File: src/sv/cau_pkg.sv
// ----------------------------------------------------------------------------
// cau_pkg
// Shared codes, defaults and the tag that travels with each transaction.
// ----------------------------------------------------------------------------
package cau_pkg;

    localparam int CAU_DATA_WIDTH = 32;
    localparam int CAU_FRAC_BITS  = 16;

    localparam int KIND_W   = 3;
    localparam int STATUS_W = 2;

    localparam logic [KIND_W-1:0] OP_ADD = 3'd0;
    localparam logic [KIND_W-1:0] OP_SUB = 3'd1;
    localparam logic [KIND_W-1:0] OP_MUL = 3'd2;
    localparam logic [KIND_W-1:0] OP_DIV = 3'd3;
    localparam logic [KIND_W-1:0] OP_MAG = 3'd4;

    localparam logic [STATUS_W-1:0] ST_OK  = 2'd0;
    localparam logic [STATUS_W-1:0] ST_SAT = 2'd1;
    localparam logic [STATUS_W-1:0] ST_DZ  = 2'd2;

    typedef struct packed {
        logic [KIND_W-1:0] op;
        logic              neg_re;
        logic              neg_im;
        logic              sat;
        logic              dz;
    } t_tag;

endpackage

File: src/sv/cau_cell.sv
// ----------------------------------------------------------------------------
// cau_cell
// One quotient bit of both divide lanes, or one root bit of the square root.
// ----------------------------------------------------------------------------
module cau_cell #(
    parameter int W = cau_pkg::CAU_DATA_WIDTH,
    parameter int F = cau_pkg::CAU_FRAC_BITS,
    parameter int K = 0
) (
    input  logic             i_clk,
    input  logic             i_rst_n,
    input  logic             i_valid,
    input  cau_pkg::t_tag    i_tag,
    input  logic [3*W+F:0]   i_rem_re,
    input  logic [3*W+F:0]   i_rem_im,
    input  logic [2*W-1:0]   i_den,
    input  logic [W+1:0]     i_q_re,
    input  logic [W+1:0]     i_q_im,
    output logic             o_ready,
    output logic             o_valid,
    output cau_pkg::t_tag    o_tag,
    output logic [3*W+F:0]   o_rem_re,
    output logic [3*W+F:0]   o_rem_im,
    output logic [2*W-1:0]   o_den,
    output logic [W+1:0]     o_q_re,
    output logic [W+1:0]     o_q_im,
    input  logic             i_ready_next
);
    import cau_pkg::*;

    localparam int XW = 3*W + F + 1;
    localparam int QW = W + 2;
    localparam bit SQ_STEP = (K < W);

    logic          en;
    logic          r_v;
    t_tag          r_tag;
    logic [XW-1:0] r_rem_re, r_rem_im;
    logic [2*W-1:0] r_den;
    logic [QW-1:0] r_q_re, r_q_im;
    logic [XW-1:0] n_rem_re, n_rem_im;
    logic [QW-1:0] n_q_re, n_q_im;
    logic [XW-1:0] dsh, trial;

    assign en      = !r_v || i_ready_next;
    assign o_ready = en;

    always_comb begin
        dsh      = XW'(i_den) << K;
        trial    = (XW'(i_q_re) << (K+1)) + (XW'(1) << (2*K));
        n_rem_re = i_rem_re;
        n_rem_im = i_rem_im;
        n_q_re   = i_q_re;
        n_q_im   = i_q_im;
        unique case (i_tag.op)
            OP_DIV: begin
                if (i_rem_re >= dsh) begin
                    n_rem_re  = i_rem_re - dsh;
                    n_q_re[K] = 1'b1;
                end
                if (i_rem_im >= dsh) begin
                    n_rem_im  = i_rem_im - dsh;
                    n_q_im[K] = 1'b1;
                end
            end
            OP_MAG: begin
                if (SQ_STEP && i_rem_re >= trial) begin
                    n_rem_re  = i_rem_re - trial;
                    n_q_re[K] = 1'b1;
                end
            end
            default: begin
                n_q_re = i_q_re;
            end
        endcase
    end

    always_ff @(posedge i_clk) begin
        if (!i_rst_n) begin
            r_v <= 1'b0;
        end else if (en) begin
            r_v <= i_valid;
        end
    end

    always_ff @(posedge i_clk) begin
        if (en) begin
            r_tag    <= i_tag;
            r_rem_re <= n_rem_re;
            r_rem_im <= n_rem_im;
            r_den    <= i_den;
            r_q_re   <= n_q_re;
            r_q_im   <= n_q_im;
        end
    end

    assign o_valid  = r_v;
    assign o_tag    = r_tag;
    assign o_rem_re = r_rem_re;
    assign o_rem_im = r_rem_im;
    assign o_den    = r_den;
    assign o_q_re   = r_q_re;
    assign o_q_im   = r_q_im;

endmodule

File: config.mk
export PLATFORM = sky130hd
export DESIGN_NAME = cau_cell
export DESIGN_NICKNAME = d
export VERILOG_FILES = /design/src/sv/cau_pkg.sv /design/src/sv/cau_cell.sv
export SDC_FILE = /design/constraint.sdc
export NUM_CORES = 1
export LEC_CHECK = 0
export ABC_AREA = 0
export BUFFER_PORTS_ARGS = -buffer_cell sky130_fd_sc_hd__buf_2
export CAP_MARGIN = 20
export CORE_AREA = 2 2 290 292
export CTS_CLUSTER_SIZE = 24
export DETAILED_ROUTE_END_ITERATION = 8
export DIE_AREA = 0 0 292 294
export PLACE_DENSITY = 0.62
export SLEW_MARGIN = 20
export SYNTH_ARGS = -nofsm -noshare
export SYNTH_HDL_FRONTEND = slang
export SYNTH_SLANG_ARGS = --single-unit
export TNS_END_PERCENT = 50
File: constraint.sdc
create_clock -name i_clk -period 16.4 [get_ports i_clk]
set_input_delay 4.1 -clock i_clk [delete_from_list [all_inputs] [get_ports i_clk]]
set_output_delay 4.1 -clock i_clk [all_outputs]
set_load 0.01 [all_outputs]
# After elaboration in Yosys (flattened, before gate mapping)
# Index checks and enable logic that the tools add are counted.
[op_classes] n_lt_le_gt_ge=3 n_eq_ne=2 addsub=4 n_reduce_logical=2 mux=10
[ops] op="2-to-1 mux 113 bit" count=4
[ops] op=">= comparator 113 x 64 -> 1 bit" count=2
[ops] op="case mux 113 bit (2 select lines)" count=1
[ops] op="subtractor 113 x 64 -> 113 bit" count=2
[ops] op=">= comparator 113 x 36 -> 1 bit" count=1
[ops] op="subtractor 113 x 36 -> 113 bit" count=1
[ops] op="adder 35 x 1 -> 36 bit, second input constant" count=1
[ops] op="2-to-1 mux 1 bit" count=4
[ops] op="== test 3 x 2 -> 1 bit, second input constant" count=1
[ops] op="== test 3 bit, second input constant" count=1
[ops] op="case mux 1 bit (2 select lines)" count=1
[ops] op="logical NOT 1 bit" count=1
[ops] op="logical OR 1 bit" count=1
[totals] in_bits=369 out_inout_bits=367 ff_bits=366 wordCells=32

# Logic depth before layout (Yosys ltp)
[logic_depth] ltp_word=4 depth_mapped=15 mapped_depth_nobuf=14

# Worst setup path after synthesis
# No wires, ideal clock.
[synth_timing] path_kind="input to output" startpoint="input port i_ready_next" endpoint="output port o_ready" slack_ns=-0.594 path_buffers=0 path_stages=1 arrival_time_ns=12.894 required_ns=12.300 cell_sequence="nand2b_1"
[synth_between] elab_chain_len=1
[synth_lines] element="start, declared" line="cau_cell.sv:27" rtl="input logic i_ready_next"
[synth_lines] element="logical OR 1 bit" line="cau_cell.sv:45" rtl="assign en = !r_v || i_ready_next;"
[synth_lines] element="end, declared" line="cau_cell.sv:19" rtl="output logic o_ready,"
# No other way between the ends.

# Worst setup path after layout
# Same ends and word-level chain as after synthesis.

==> results.json <==
{
  "critical_path_class": "in -> out",
  "drive_above_1_share": 0.248,
  "synth_simple_gate_area_frac": 0.182,
  "async_reset_ff_frac": 0,
  "grt-busiest-layer": "met2",
  "synth-compound-area-share": 0.197,
  "antenna_violations_before_repair": 22,
  "yosys_register_bits": 366,
  "worstMarginPinSlew_ns": 1.05,
  "worstHoldEndpoint": "o_den[5]",
  "buffer_ports.inserted": 735,
  "top_library_cells_by_usage_in_the_layout_fill_and_taps_aside": "buf_2, edfxtp_1, nand2_1",
  "vias": 25925,
  "syn2layout_area_growth_pct": 23.5,
  "cts_setup_buffers": 0,
  "clock_tree.htree_level_count": 2,
  "post_synth_mux_area_share": 0.00699,
  "p_sw_frac": 0.335,
  "power_frac_seq": 0.391,
  "clkSinkCount": 366,
  "io_pins": 736,
  "grt_setup_unrepaired": "no",
  "run_status": "complete, no violations",
  "cts_tree": "built",
  "yosys.cell_types.count": 85,
  "synth_xor_area_frac": 0.0806,
  "leakage_power_of_the_design_uw": 0.0139,
  "irDropWorstVdd_mv": 0.0998,
  "final-instance-count-excl-fill": 4666,
  "worst_setup_path_end_kind": "output pin",
  "clk_transition_reported_paths_ns": 0.06,
  "r2r_setup_slack_ns": 13.44,
  "grt_util_met3": 0.0535,
  "clock_tree.root_cell": "clkbuf_16",
  "synth_top_family_by_area": "compound AO/OA/AOI/OAI gates",
  "synth_edf_count": 365,
  "syn-instance-count": 2851,
  "synthesized_area_divided_by_synthesized_cell_count_um2": 9.30,
  "synth.cell_area_mm2": 0.0265,
  "postSynthNetCount": 3386,
  "worst_ep_arrival_time_ns": 4.85,
  "timing.slew.headroom": 0.300,
  "finalHoldViolations": 0,
  "totalPowerFinal_uw": 2930,
  "route.detailed.drc": 0,
  "dp.cells": 4574,
  "skew_pair_late_insertion_delay_ns": 0.61,
  "power.clock.fraction": 0.335,
  "min_delay_path_depth": 1,
  "post_cts_resize_count": 0,
  "grt_max_degree": 80,
  "final_area_mm2": 0.0327,
  "worstPathMaxFanout": 34,
  "gp_congestion": 0.971,
  "top_ff_cell_synth": "edfxtp_1",
  "numCtsBuffers": 46,
  "post-route-util": 0.395,
  "synth-seq-area-share": 0.414,
  "groute.layer.met1.usage": 0.349,
  "finalSetupTns_ns": 0,
  "grt_pass1_wl_um": 166000,
  "regToRegStartpoint": "o_valid",
  "hold_class": "reg -> reg",
  "internal_power_consumption_uw": 1950,
  "area_of_combinational_cells_with_multiple_inputs_mm2": 0.0145,
  "skew_ns": 0.0195,
  "placement.cell_area_mm2": 0.0313,
  "power_frac_comb": 0.274,
  "fmax_mhz": 112,
  "dr_vias_cell": 5.56,
  "firstDrtPassIters": 6,
  "power_per_cell_area_mw_per_mm2": 89.4,
  "die_w_um": 292,
  "placeableCoreArea_mm2": 0.0829,
  "initial_utilization": 0.320,
  "nNetsFinal": 4077,
  "grtUsageTotal": 0.261,
  "detail-route-antenna-nets": 0,
  "r2r-end": "o_rem_re[109]",
  "grt.overflow.total": 0,
  "die_area_mm2": 0.0858,
  "hold_path.startpoint": "o_valid",
  "setup.worst_path.start_class": "input port",
  "initialDrtViolationCount": 2532,
  "ctsHoldBuffers": 0,
  "r2r.worst_path.cells": 3,
  "first_global_vias": 24879,
  "total_switching_power_uw": 980,
  "route.final.wire_length_um": 118000,
  "area.sequential_mm2": 0.0110,
  "clk_path_buf_depth": 3,
  "row_count": 106,
  "routed_wire_length_per_instance_um": 25.3,
  "timing.max_cap.violations": 0,
  "post-route-min-period_ns": 8.95,
  "groute.layer.met2.usage": 0.423,
  "detailedPlacementHpwl_um": 97500,
  "finalMaxSlewViolations": 0,
  "report.final.setup_viol": 0,
  "ys_warn_count": 0,
  "fill_cells": 8457,
  "min_period_over_period": 0.546,
  "mostFrequentLayoutCell": "buf_2",
  "cp_data_required_time_ns": 12.30,
  "die_h_um": 294,
  "synth_adder_area_share": 0.0792
}
## metal layers
metal	wire length [um]	up-vias
li1	-	12087
met1	49900	12381
met4	3720	24
met3	9770	175
met5	137	-
met2	54400	1258
## worst max-delay path, stage by stage
cell      delay (ns)
buf_2           0.07
nand2b_4        0.44
buf_2           0.23
## cell families (layout without fill, tap and decap cells)
| group | count (synthesis) | after routing |
|---|---|---|
| buffers and inverters | 280 | 1007 |
| flip-flops | 366 | 366 |
| AND/OR/NAND/NOR | 964 | 964 |
| multiplexers | 17 | 17 |
| AO/OA/AOI/OAI | 814 | 814 |
| XOR/XNOR | 244 | 244 |
| other | 0 | 8 |
| adder cells (fa/ha/maj) | 166 | 166 |
## worst max path at each step
stage | start | to
after detailed placement | i_den[30] | o_rem_re[84]
after floorplan | i_ready_next | o_ready
after global routing | i_ready_next | o_ready
after global placement | i_den[30] | o_rem_re[84]
after CTS | i_ready_next | o_ready
final | i_ready_next | o_ready
## sequential cells by signal (all words and copies together) (netlist names)
register	count
o_rem_re	113
o_q_re	34
o_q_im	34
o_valid	1
o_den	64
o_tag	7
o_rem_im	113
## final cells by class
class / count / area share
diodes: 8 / 0.000611
clock buffers: 49 / 0.0361
clock inverters: 35 / 0.00730
inverters: 161 / 0.0185
multi-input cells: 2205 / 0.442
flip-flops and latches: 366 / 0.335
well taps: 1080 / 0.0413
repair buffers: 762 / 0.119
## power groups by stage
stage          sequential [uW]  clock [uW]  combinational [uW]
2_1_floorplan             1210           0                 410
3_3_place_gp              1160           0                 791
3_5_place_dp              1160           0                 789
4_1_cts                   1150        1010                 794
5_1_grt                   1150        1040                 862
6_report                  1150         981                 801
## through the flow
stage / worst slack [ns] / hold slack, ns
5_1_grt: 7.35 / 1.04
3_3_place_gp: 7.27 / 0.992
2_1_floorplan: 3.60 / 4.20
4_1_cts: 7.41 / 0.998
3_5_place_dp: 7.27 / 0.986
6_report: 7.45 / 0.955
## Yosys cell counts (all sizes together), types with 15 or more instances
cell	instances	area, um2
clkbuf	109	409
o221ai	24	210
and3	15	93.8
and2	16	100
nand3	68	353
edfxtp	365	11000
a21oi	223	1130
nor2	177	664
a21o	82	616
or4	21	165
a22oi	17	128
or2	16	100
nand2	298	1120
nand4	91	569
nor3	88	440
a211oi	15	113
xnor2	135	1180
o21ai	208	1040
nand2b	25	156
inv	161	604
o21bai	48	360
a31oi	24	150
or3	39	254
o211ai	29	223
o21a	27	203
ha	163	2040
xor2	109	955
nor4	55	380
nor2b	16	100
(Power assumes the default switching activity.)
